File: config.mk
export PLATFORM = sky130hd
export DESIGN_NAME = line_position_pid_core
export DESIGN_NICKNAME = d
export VERILOG_FILES = /design/src/rtl/lpp_pkg.sv /design/src/rtl/line_position_pid_core.sv /design/src/rtl/lpp_lane.sv /design/src/rtl/lpp_div.sv /design/src/rtl/lpp_pid.sv
export SDC_FILE = /design/constraint.sdc
export NUM_CORES = 2
export LEC_CHECK = 0
export BUFFER_PORTS_ARGS = -buffer_cell sky130_fd_sc_hd__buf_4
export CAP_MARGIN = 20
export CORE_ASPECT_RATIO = 0.5
export CORE_MARGIN = 2
export CORE_UTILIZATION = 50
export DETAILED_ROUTE_END_ITERATION = 6
export GPL_ROUTABILITY_DRIVEN = 0
export GPL_TIMING_DRIVEN = 0
export HOLD_SLACK_MARGIN = 0.15
export PLACE_DENSITY = 0.67
export RECOVER_POWER = 25
export SETUP_SLACK_MARGIN = 0.3
export SLEW_MARGIN = 10
export SYNTH_ARGS = -nofsm -noshare
export SYNTH_HDL_FRONTEND = slang
export SYNTH_SLANG_ARGS = --single-unit
File: constraint.sdc
create_clock -name clk -period 7.15 [get_ports clk]
set_clock_uncertainty 0.15 [all_clocks]
set_input_delay 0.3575 -clock clk [delete_from_list [all_inputs] [get_ports clk]]
set_output_delay 0.3575 -clock clk [all_outputs]
set_load 0.005 [all_outputs]
File: src/rtl/lpp_pkg.sv
package lpp_pkg;

	localparam int ADC_BITS  = 12;
	localparam int FRAC_BITS = 8;
	localparam int NUM_LANES = 4;

	localparam int SUM_W    = ADC_BITS + 2;
	localparam int WSUM_W   = ADC_BITS + 3;
	localparam int SCALE    = 10;
	localparam int DIVD_W   = WSUM_W - 1 + 4 + FRAC_BITS;
	localparam int DCNT_W   = $clog2(DIVD_W + 1);
	localparam int ERR_W    = 16;
	localparam int GAIN_W   = 16;
	localparam int MARGIN_W = 12;
	localparam int LIMIT_W  = 13;
	localparam int CMP_W    = (ADC_BITS > MARGIN_W) ? ADC_BITS : MARGIN_W;
	localparam int MAC_W    = GAIN_W + ERR_W + 2;
	localparam int CORR_W   = 23;
	localparam int LERR_W   = 14;
	localparam int PADDR_W  = 5;
	localparam int RIDX_W   = 3;

	localparam logic signed [2:0] WEIGHT [NUM_LANES] = '{3'sd3, 3'sd1, -3'sd1, -3'sd3};

	localparam logic signed [ERR_W-1:0] ERR_BLACK = ERR_W'(25 << FRAC_BITS);

	localparam logic [GAIN_W-1:0]   GAIN_RST   = '0;
	localparam logic [MARGIN_W-1:0] MARGIN_RST = MARGIN_W'(400);
	localparam logic [LIMIT_W-1:0]  LIMIT_RST  =
		((30 << FRAC_BITS) > 8191) ? LIMIT_W'(8191) : LIMIT_W'(30 << FRAC_BITS);

	localparam logic [RIDX_W-1:0] REG_GAIN_P = 3'd0;
	localparam logic [RIDX_W-1:0] REG_GAIN_I = 3'd1;
	localparam logic [RIDX_W-1:0] REG_GAIN_D = 3'd2;
	localparam logic [RIDX_W-1:0] REG_MARGIN = 3'd3;
	localparam logic [RIDX_W-1:0] REG_LIMIT  = 3'd4;

	typedef struct packed {
		logic signed [WSUM_W-1:0] wterm;
		logic [ADC_BITS-1:0]      reading;
		logic                     above;
	} lane_t;

	typedef struct packed {
		logic signed [GAIN_W-1:0] gain_p;
		logic signed [GAIN_W-1:0] gain_i;
		logic signed [GAIN_W-1:0] gain_d;
		logic [LIMIT_W-1:0]       limit;
	} pid_cfg_t;

endpackage

File: src/rtl/line_position_pid_core.sv
// line position pid core
// input channel: in_valid/in_ready with four sensor readings per word; the four
// lanes weight and compare the readings, then a merge stage forms the weighted
// sum, the plain sum and the all-black flag.
// a restoring divider (one bit per cycle) turns the scaled weighted
// sum into the line error; one shared multiplier then runs the three pid terms.
// a new word is taken only once the previous one has passed the divider and the
// pid terms and has reached the output register.
// in_ready is high while the core is idle; a finished word waits in the output
// register, so the next input word may be taken while out_valid is still high
// and out_ready is low. a stalled receiver holds the result in place; the core
// finishes the next word and then waits until the output register frees up.
// apb port: gain_p 0x00, gain_i 0x04, gain_d 0x08, dark threshold 0x0c,
// integral_limit 0x10; write only while idle.
// reset clears gains, sets black margin 400 and integral limit 30.0,
// and clears the last error and the accumulated error.
module line_position_pid_core (
	input  logic                               clk,
	input  logic                               arst_n,
	input  logic                               psel,
	input  logic                               penable,
	input  logic                               pwrite,
	input  logic [lpp_pkg::PADDR_W-1:0]        paddr,
	input  logic [31:0]                        pwdata,
	output logic [31:0]                        prdata,
	output logic                               pready,
	input  logic                               in_valid,
	output logic                               in_ready,
	input  logic [lpp_pkg::ADC_BITS-1:0]       sensor_0,
	input  logic [lpp_pkg::ADC_BITS-1:0]       sensor_1,
	input  logic [lpp_pkg::ADC_BITS-1:0]       sensor_2,
	input  logic [lpp_pkg::ADC_BITS-1:0]       sensor_3,
	output logic                               out_valid,
	input  logic                               out_ready,
	output logic signed [lpp_pkg::CORR_W-1:0]  correction,
	output logic signed [lpp_pkg::LERR_W-1:0]  line_error,
	output logic                               all_black
);
	import lpp_pkg::*;

	localparam logic [2:0] S_IDLE = 3'd0;
	localparam logic [2:0] S_SUM  = 3'd1;
	localparam logic [2:0] S_DIV  = 3'd2;
	localparam logic [2:0] S_PID  = 3'd3;
	localparam logic [2:0] S_OUT  = 3'd4;

	logic [GAIN_W-1:0]   gain_p_q;
	logic [GAIN_W-1:0]   gain_i_q;
	logic [GAIN_W-1:0]   gain_d_q;
	logic [MARGIN_W-1:0] margin_q;
	logic [LIMIT_W-1:0]  limit_q;
	logic                wr_en;
	logic [RIDX_W-1:0]   ridx;

	logic [2:0]               state_q;
	logic [ADC_BITS-1:0]      sensors [NUM_LANES];
	lane_t                    lanes [NUM_LANES];
	logic signed [WSUM_W-1:0] wsum;
	logic [SUM_W-1:0]         sum;
	logic                     black;
	logic signed [WSUM_W-1:0] wsum_s1;
	logic [SUM_W-1:0]         sum_s1;
	logic                     black_s1;
	logic signed [WSUM_W-1:0] wneg;
	logic [WSUM_W-2:0]        wmag;
	logic [DIVD_W-1:0]        dividend;
	logic                     div_done;
	logic signed [ERR_W-1:0]  quot;
	logic signed [ERR_W-1:0]  err_q;
	logic                     pid_start_q;
	pid_cfg_t                 pid_cfg;
	logic                     pid_done;
	logic                     last_pos;
	logic signed [CORR_W-1:0] corr;
	logic                     accept;
	logic                     out_free;

	logic                     out_valid_q;
	logic signed [CORR_W-1:0] correction_q;
	logic signed [LERR_W-1:0] line_error_q;
	logic                     all_black_q;

	// configuration registers
	assign pready = 1'b1;
	assign wr_en  = psel & penable & pwrite;
	assign ridx   = paddr[PADDR_W-1:2];

	always_ff @(posedge clk or negedge arst_n) begin
		if (!arst_n) begin
			gain_p_q <= GAIN_RST;
			gain_i_q <= GAIN_RST;
			gain_d_q <= GAIN_RST;
			margin_q <= MARGIN_RST;
			limit_q  <= LIMIT_RST;
		end else if (wr_en) begin
			case (ridx)
				REG_GAIN_P: gain_p_q <= pwdata[GAIN_W-1:0];
				REG_GAIN_I: gain_i_q <= pwdata[GAIN_W-1:0];
				REG_GAIN_D: gain_d_q <= pwdata[GAIN_W-1:0];
				REG_MARGIN: margin_q <= pwdata[MARGIN_W-1:0];
				REG_LIMIT:  limit_q  <= pwdata[LIMIT_W-1:0];
				default: ;
			endcase
		end
	end

	always_comb begin
		case (ridx)
			REG_GAIN_P: prdata = 32'(gain_p_q);
			REG_GAIN_I: prdata = 32'(gain_i_q);
			REG_GAIN_D: prdata = 32'(gain_d_q);
			REG_MARGIN: prdata = 32'(margin_q);
			REG_LIMIT:  prdata = 32'(limit_q);
			default:    prdata = '0;
		endcase
	end

	// lanes
	assign sensors[0] = sensor_0;
	assign sensors[1] = sensor_1;
	assign sensors[2] = sensor_2;
	assign sensors[3] = sensor_3;

	for (genvar g = 0; g < NUM_LANES; g++) begin : g_lane
		lpp_lane u_lane (
			.sensor (sensors[g]),
			.weight (WEIGHT[g]),
			.margin (margin_q),
			.res    (lanes[g])
		);
	end

	// merge
	always_comb begin
		wsum  = '0;
		sum   = '0;
		black = 1'b1;
		for (int i = 0; i < NUM_LANES; i++) begin
			wsum  = wsum + lanes[i].wterm;
			sum   = sum + SUM_W'(lanes[i].reading);
			black = black & ~lanes[i].above;
		end
	end

	assign accept   = in_valid & in_ready;
	assign in_ready = (state_q == S_IDLE);
	assign out_free = ~out_valid_q | out_ready;

	always_ff @(posedge clk) begin
		if (accept) begin
			wsum_s1  <= wsum;
			sum_s1   <= sum;
			black_s1 <= black;
		end
	end

	// |wsum| * 10 in q18.8
	assign wneg     = -wsum_s1;
	assign wmag     = wsum_s1[WSUM_W-1] ? wneg[WSUM_W-2:0] : wsum_s1[WSUM_W-2:0];
	assign dividend = (DIVD_W'(wmag) * DIVD_W'(SCALE)) << FRAC_BITS;

	lpp_div u_div (
		.clk      (clk),
		.arst_n   (arst_n),
		.start    (state_q == S_SUM),
		.dividend (dividend),
		.divisor  (sum_s1),
		.neg      (wsum_s1[WSUM_W-1]),
		.done     (div_done),
		.quot     (quot)
	);

	assign pid_cfg.gain_p = gain_p_q;
	assign pid_cfg.gain_i = gain_i_q;
	assign pid_cfg.gain_d = gain_d_q;
	assign pid_cfg.limit  = limit_q;

	lpp_pid u_pid (
		.clk      (clk),
		.arst_n   (arst_n),
		.start    (pid_start_q),
		.err      (err_q),
		.cfg      (pid_cfg),
		.done     (pid_done),
		.last_pos (last_pos),
		.corr     (corr)
	);

	always_ff @(posedge clk or negedge arst_n) begin
		if (!arst_n) begin
			state_q     <= S_IDLE;
			pid_start_q <= 1'b0;
			out_valid_q <= 1'b0;
		end else begin
			pid_start_q <= 1'b0;
			if (out_ready)
				out_valid_q <= 1'b0;
			case (state_q)
				S_IDLE: if (accept) state_q <= S_SUM;
				S_SUM:  state_q <= S_DIV;
				S_DIV: begin
					if (div_done) begin
						pid_start_q <= 1'b1;
						state_q     <= S_PID;
					end
				end
				S_PID: if (pid_done) state_q <= S_OUT;
				S_OUT: begin
					if (out_free) begin
						out_valid_q <= 1'b1;
						state_q     <= S_IDLE;
					end
				end
				default: state_q <= S_IDLE;
			endcase
		end
	end

	always_ff @(posedge clk) begin
		if (state_q == S_DIV && div_done) begin
			if (black_s1)
				err_q <= last_pos ? ERR_BLACK : -ERR_BLACK;
			else
				err_q <= quot;
		end
		if (state_q == S_OUT && out_free) begin
			correction_q <= corr;
			line_error_q <= LERR_W'(err_q);
			all_black_q  <= black_s1;
		end
	end

	assign out_valid  = out_valid_q;
	assign correction = correction_q;
	assign line_error = line_error_q;
	assign all_black  = all_black_q;

`ifndef SYNTHESIS
	a_div_in_div: assert property (@(posedge clk) disable iff (!arst_n)
		div_done |-> state_q == S_DIV)
		else $error("divider finished outside the divide phase");

	a_accept_starts: assert property (@(posedge clk) disable iff (!arst_n)
		accept |=> state_q == S_SUM)
		else $error("accepted word did not start the sum phase");

	a_err_range: assert property (@(posedge clk) disable iff (!arst_n)
		out_valid |-> (line_error <= 14'sd7680 && line_error >= -14'sd7680))
		else $error("line error out of range");

	a_black_err: assert property (@(posedge clk) disable iff (!arst_n)
		(out_valid && all_black) |->
			(line_error == LERR_W'(ERR_BLACK) || line_error == LERR_W'(-ERR_BLACK)))
		else $error("all-black word without the fixed error");

	a_pid_after_div: assert property (@(posedge clk) disable iff (!arst_n)
		pid_start_q |-> $past(div_done))
		else $error("pid started without a quotient");
`endif

endmodule

File: src/rtl/lpp_lane.sv
module lpp_lane (
	input  logic [lpp_pkg::ADC_BITS-1:0] sensor,
	input  logic signed [2:0]            weight,
	input  logic [lpp_pkg::MARGIN_W-1:0] margin,
	output lpp_pkg::lane_t               res
);
	import lpp_pkg::*;

	logic signed [WSUM_W-1:0] sensor_ext;

	assign sensor_ext  = $signed({{(WSUM_W-ADC_BITS){1'b0}}, sensor});
	assign res.wterm   = sensor_ext * WSUM_W'(weight);
	assign res.reading = sensor;
	assign res.above   = CMP_W'(sensor) > CMP_W'(margin);

endmodule

File: src/rtl/lpp_div.sv
module lpp_div (
	input  logic                             clk,
	input  logic                             arst_n,
	input  logic                             start,
	input  logic [lpp_pkg::DIVD_W-1:0]       dividend,
	input  logic [lpp_pkg::SUM_W-1:0]        divisor,
	input  logic                             neg,
	output logic                             done,
	output logic signed [lpp_pkg::ERR_W-1:0] quot
);
	import lpp_pkg::*;

	logic [DCNT_W-1:0] cnt_q;
	logic [SUM_W-1:0]  rem_q;
	logic [SUM_W-1:0]  dsor_q;
	logic [DIVD_W-1:0] quo_q;
	logic              neg_q;
	logic              done_q;
	logic [SUM_W:0]    rem_sh;
	logic [SUM_W:0]    trial;
	logic              fits;
	logic [ERR_W-1:0]  mag;

	// restoring division, one quotient bit per cycle
	assign rem_sh = {rem_q, quo_q[DIVD_W-1]};
	assign trial  = rem_sh - {1'b0, dsor_q};
	assign fits   = rem_sh >= {1'b0, dsor_q};

	always_ff @(posedge clk or negedge arst_n) begin
		if (!arst_n) begin
			cnt_q  <= '0;
			done_q <= 1'b0;
		end else begin
			done_q <= 1'b0;
			if (start) begin
				cnt_q <= DCNT_W'(DIVD_W);
			end else if (cnt_q != '0) begin
				cnt_q <= cnt_q - 1'b1;
				if (cnt_q == DCNT_W'(1))
					done_q <= 1'b1;
			end
		end
	end

	always_ff @(posedge clk) begin
		if (start) begin
			rem_q  <= '0;
			dsor_q <= divisor;
			quo_q  <= dividend;
			neg_q  <= neg;
		end else if (cnt_q != '0) begin
			rem_q <= fits ? trial[SUM_W-1:0] : rem_sh[SUM_W-1:0];
			quo_q <= {quo_q[DIVD_W-2:0], fits};
		end
	end

	assign mag  = quo_q[ERR_W-1:0];
	assign quot = neg_q ? -$signed(mag) : $signed(mag);
	assign done = done_q;

endmodule

File: src/rtl/lpp_pid.sv
module lpp_pid (
	input  logic                              clk,
	input  logic                              arst_n,
	input  logic                              start,
	input  logic signed [lpp_pkg::ERR_W-1:0]  err,
	input  lpp_pkg::pid_cfg_t                 cfg,
	output logic                              done,
	output logic                              last_pos,
	output logic signed [lpp_pkg::CORR_W-1:0] corr
);
	import lpp_pkg::*;

	localparam int SH_W = MAC_W - FRAC_BITS;
	localparam logic signed [SH_W-1:0] SAT_HI = SH_W'((1 << (CORR_W - 1)) - 1);
	localparam logic signed [SH_W-1:0] SAT_LO = -SH_W'(1 << (CORR_W - 1));

	localparam logic [2:0] P_IDLE  = 3'd0;
	localparam logic [2:0] P_MAC_P = 3'd1;
	localparam logic [2:0] P_MAC_I = 3'd2;
	localparam logic [2:0] P_MAC_D = 3'd3;
	localparam logic [2:0] P_SAT   = 3'd4;

	logic [2:0]                    phase_q;
	logic signed [ERR_W-1:0]       last_q;
	logic signed [ERR_W-1:0]       iacc_q;
	logic signed [ERR_W-1:0]       err_q;
	logic signed [ERR_W-1:0]       diff_q;
	logic signed [MAC_W-1:0]       mac_q;
	logic signed [CORR_W-1:0]      corr_q;
	logic                          done_q;

	logic signed [ERR_W:0]         isum;
	logic signed [ERR_W:0]         lim;
	logic signed [ERR_W:0]         iclamp;
	logic signed [GAIN_W-1:0]      opa;
	logic signed [ERR_W-1:0]       opb;
	logic signed [GAIN_W+ERR_W-1:0] prod;
	logic signed [SH_W-1:0]        shifted;

	assign isum = (ERR_W+1)'(iacc_q) + (ERR_W+1)'(err);
	assign lim  = $signed({{(ERR_W+1-LIMIT_W){1'b0}}, cfg.limit});

	always_comb begin
		if (isum > lim)
			iclamp = lim;
		else if (isum < -lim)
			iclamp = -lim;
		else
			iclamp = isum;
	end

	// one shared multiplier walks the three terms
	always_comb begin
		case (phase_q)
			P_MAC_P: begin
				opa = cfg.gain_p;
				opb = err_q;
			end
			P_MAC_I: begin
				opa = cfg.gain_i;
				opb = iacc_q;
			end
			P_MAC_D: begin
				opa = cfg.gain_d;
				opb = diff_q;
			end
			default: begin
				opa = '0;
				opb = '0;
			end
		endcase
	end

	assign prod    = opa * opb;
	assign shifted = SH_W'(mac_q >>> FRAC_BITS);

	always_ff @(posedge clk or negedge arst_n) begin
		if (!arst_n) begin
			phase_q <= P_IDLE;
			last_q  <= '0;
			iacc_q  <= '0;
			done_q  <= 1'b0;
		end else begin
			done_q <= 1'b0;
			case (phase_q)
				P_IDLE: begin
					if (start) begin
						last_q  <= err;
						iacc_q  <= ERR_W'(iclamp);
						phase_q <= P_MAC_P;
					end
				end
				P_MAC_P: phase_q <= P_MAC_I;
				P_MAC_I: phase_q <= P_MAC_D;
				P_MAC_D: phase_q <= P_SAT;
				P_SAT: begin
					done_q  <= 1'b1;
					phase_q <= P_IDLE;
				end
				default: phase_q <= P_IDLE;
			endcase
		end
	end

	always_ff @(posedge clk) begin
		if (phase_q == P_IDLE && start) begin
			err_q  <= err;
			diff_q <= ERR_W'(err - last_q);
			mac_q  <= '0;
		end else if (phase_q == P_MAC_P || phase_q == P_MAC_I || phase_q == P_MAC_D) begin
			mac_q <= mac_q + MAC_W'(prod);
		end else if (phase_q == P_SAT) begin
			if (shifted > SAT_HI)
				corr_q <= CORR_W'(SAT_HI);
			else if (shifted < SAT_LO)
				corr_q <= CORR_W'(SAT_LO);
			else
				corr_q <= CORR_W'(shifted);
		end
	end

	assign done     = done_q;
	assign corr     = corr_q;
	assign last_pos = last_q > 0;

endmodule
==> results.json <==
{
  "synthArstFlopShare": 0.345,
  "die_area_sq_um": 69300,
  "area_growth_pct": 17.6,
  "period_minus_slack_ps": 7200,
  "coreArea_sq_um": 66600,
  "cts_sinks": 348,
  "rr_endpoint": "u_pid.mac_q[29]",
  "synth_edf_count": 171,
  "setup_violations": 1,
  "drtIter0Drc": 2029,
  "clk_latency_ps": 590,
  "maxSlewHeadroom": -1.50,
  "fillers": 5485,
  "viasPerCell": 5.53,
  "netlist_area_sq_um": 33500,
  "antenna_found_initial": 2,
  "fin_nets": 4440,
  "cp_max_fo": 10,
  "grt_pass1_vias": 26181,
  "avgSynthCellArea_sq_um": 9.91,
  "syn_inst": 3385,
  "dp_hpwl_um": 68800,
  "layout_commonest_cell": "inv_1",
  "cts_buffers": 38,
  "die_x_um": 370,
  "criticalPathCategory": "register to register",
  "drv_cap": 2,
  "firstDrtPassIters": 6,
  "initial_core_util": 0.503,
  "worst_slack_ps": -45.6,
  "synth_cell_type_count": 80,
  "violations": "max-capacitance violations, max-slew violations, negative setup slack",
  "hold_depth": 3,
  "wire_per_inst_um": 19.1,
  "slew_viol_final": 123,
  "ys_ff_latch": 348,
  "regArea_sq_um": 9290,
  "num_vias": 25447,
  "drive_above_1_share": 0.173,
  "ys_seq_area_frac": 0.277,
  "drcViolationCount": 0,
  "min_from": "sensor_2[0]",
  "synthFlopType": "edfxtp_1",
  "finalHoldViolCount": 0,
  "status": "complete, but fails checks",
  "fin_tns_setup_ps": -45.6,
  "mostFrequentLayoutCells": "inv_1, fa_1, ha_1",
  "grt_pass1_wl_um": 141000,
  "io_buffers": 128,
  "placed_cell_area_sq_um": 36100,
  "routed_wirelength_um": 88000,
  "r2r-start": "u_pid.phase_q[0]",
  "fin_cells": 4598,
  "fp.dieH_um": 187,
  "rows": 67,
  "cts.clk_slew.worst_paths_ps": 60,
  "cts_buffer_depth": 3,
  "pre_cts_ws_ps": -1100,
  "max_freq_mhz": 139,
  "rr_worst_depth": 23,
  "required_ps": 7460,
  "start_kind": "register",
  "grt_max_degree": 64,
  "multi_input_area_sq_um": 22700,
  "crit_arrival_ps": 7510,
  "antenna_left": 0,
  "worst_pin_slew_ps": 3740,
  "grt_overflow": 0,
  "cts_max_level": 2,
  "root_buffer": "clkbuf_16",
  "post-route-period-util": 1.01,
  "fin_area_sq_um": 39400,
  "min_to": "sum_s1[0]",
  "io_pins": 165,
  "timing.reg2reg.setup_slack_ps": -50,
  "cts_tree": "done",
  "grtUsageTotal": 0.257,
  "yosys_warnings": 0,
  "n_antenna_cell": 0,
  "cp-end-kind": "register",
  "place_inst": 4431,
  "rsz0062_at_grt": "yes",
  "hold_class": "input port to register"
}
## area by class of cell
type / instances / area share
Buffer: 140 / 0.0273
Clock buffer: 45 / 0.0250
Clock inverter: 25 / 0.00867
Inverter: 499 / 0.0476
Multi-Input combinational cell: 2412 / 0.576
Sequential cell: 348 / 0.236
Tap cell: 897 / 0.0285
Timing Repair Buffer: 232 / 0.0516
## worst max-delay path: stages, from the launching register on
cell       delay (ps)
dfrtp_1           400
buf_6             140
buf_12            140
buf_12            140
buf_4             130
mux2_2            220
nand2_2            70
a21o_1            200
clkbuf_8          170
or2_2             330
fa_1              580
fa_1              440
fa_1              520
inv_1              60
fa_2              570
fa_1              420
fa_1              500
ha_4              320
nand2_2            90
a2111o_1          390
a2111oi_4         440
o31ai_2           110
and4b_1           190
or3_1             350
## layer usage
| metal | track usage | wire length [um] | vias up |
|---|---|---|---|
| li1 | - | - | 11883 |
| met1 | 0.352 | 38500 | 12631 |
| met2 | 0.424 | 41500 | 766 |
| met3 | 0.0399 | 5690 | 165 |
| met4 | 0.0672 | 2160 | 2 |
| met5 | 0.00824 | 81 | - |
## how the worst max path moves through the flow
stage                startpoint              end
6_report       u_pid.phase_q[0]  u_pid.mac_q[29]
5_1_grt        u_pid.phase_q[0]  u_pid.mac_q[29]
3_3_place_gp   u_pid.phase_q[2]  u_pid.mac_q[29]
4_1_cts        u_pid.phase_q[0]  u_pid.mac_q[29]
3_5_place_dp   u_pid.phase_q[2]  u_pid.mac_q[29]
2_1_floorplan  u_pid.phase_q[2]  u_pid.mac_q[29]
## per-stage QoR
| stage | hold slack, ps | util |
|---|---|---|
| 3_3_place_gp | 251 | 0.541 |
| 5_1_grt | 163 | 0.591 |
| 2_1_floorplan | -88.1 | - |
| 3_5_place_dp | 240 | 0.542 |
| 6_report | 164 | 0.591 |
| 4_1_cts | 158 | 0.587 |
## flip-flops by register name (all words and copies together) (netlist names), 3 cells and up
| signal | cells |
|---|---|
| line_error | 14 |
| u_pid.err_q | 16 |
| u_pid.diff_q | 16 |
| u_div.quo_q | 26 |
| margin_q | 12 |
| u_div.cnt_q | 5 |
| limit_q | 13 |
| gain_d_q | 16 |
| sum_s1 | 14 |
| gain_i_q | 16 |
| u_pid.mac_q | 34 |
| wsum_s1 | 15 |
| gain_p_q | 16 |
| err_q | 16 |
| u_div.rem_q | 14 |
| u_pid.last_q | 16 |
| state_q | 3 |
| u_pid.corr | 23 |
| u_pid.phase_q | 3 |
| u_pid.iacc_q | 16 |
| correction | 23 |
| u_div.dsor_q | 14 |
## cell usage after synthesis, types with 11 or more instances
library cell,number,area share
nand2_1,261,0.029
o21a_1,40,0.0090
nor2b_1,24,0.0045
o22ai_1,13,0.0024
mux2i_1,47,0.014
xor2_1,41,0.011
nand2b_1,35,0.0065
or2_2,17,0.0032
buf_1,13,0.0015
ha_1,307,0.11
or3_1,21,0.0039
o31ai_1,27,0.0060
dfrtp_1,113,0.084
nor3_1,63,0.0094
nand4_1,20,0.0037
nor2_1,284,0.032
dfxtp_1,57,0.034
nor4_1,11,0.0021
o21ai_0,125,0.019
a22oi_1,12,0.0027
o211ai_1,15,0.0034
inv_1,499,0.056
edfxtp_1,171,0.15
mux2_2,109,0.037
a21o_1,77,0.017
o21bai_1,20,0.0045
clkbuf_1,106,0.012
buf_4,18,0.0040
a211oi_1,16,0.0036
a21oi_1,146,0.022
fa_1,370,0.22
xnor2_1,95,0.025
and3_1,24,0.0045
nand3_1,54,0.0081
## cell families (layout without fill, tap and decap cells)
group           Yosys count  after routing  share of synthesized area
fa+ha+maj               677            677                      0.335
xor+xnor                136            136                     0.0355
simple gates            847            847                      0.114
compound gates          579            579                      0.113
other cells               2             17                   0.000224
buf+inv                 640            941                     0.0738
flops                   348            348                      0.277
mux                     156            156                     0.0506
## timing repair
action,CTS,global route
gates cloned,5,2
gates resized for setup,191,81
hold endpoints to repair,141,0
setup buffers,60,9
endpoints found under the setup margin,22,19
hold buffers,22,0
pin swaps,48,38
Power is not shown: default switching activity piles up to over one toggle a cycle in this logic, so the estimate is an artifact.
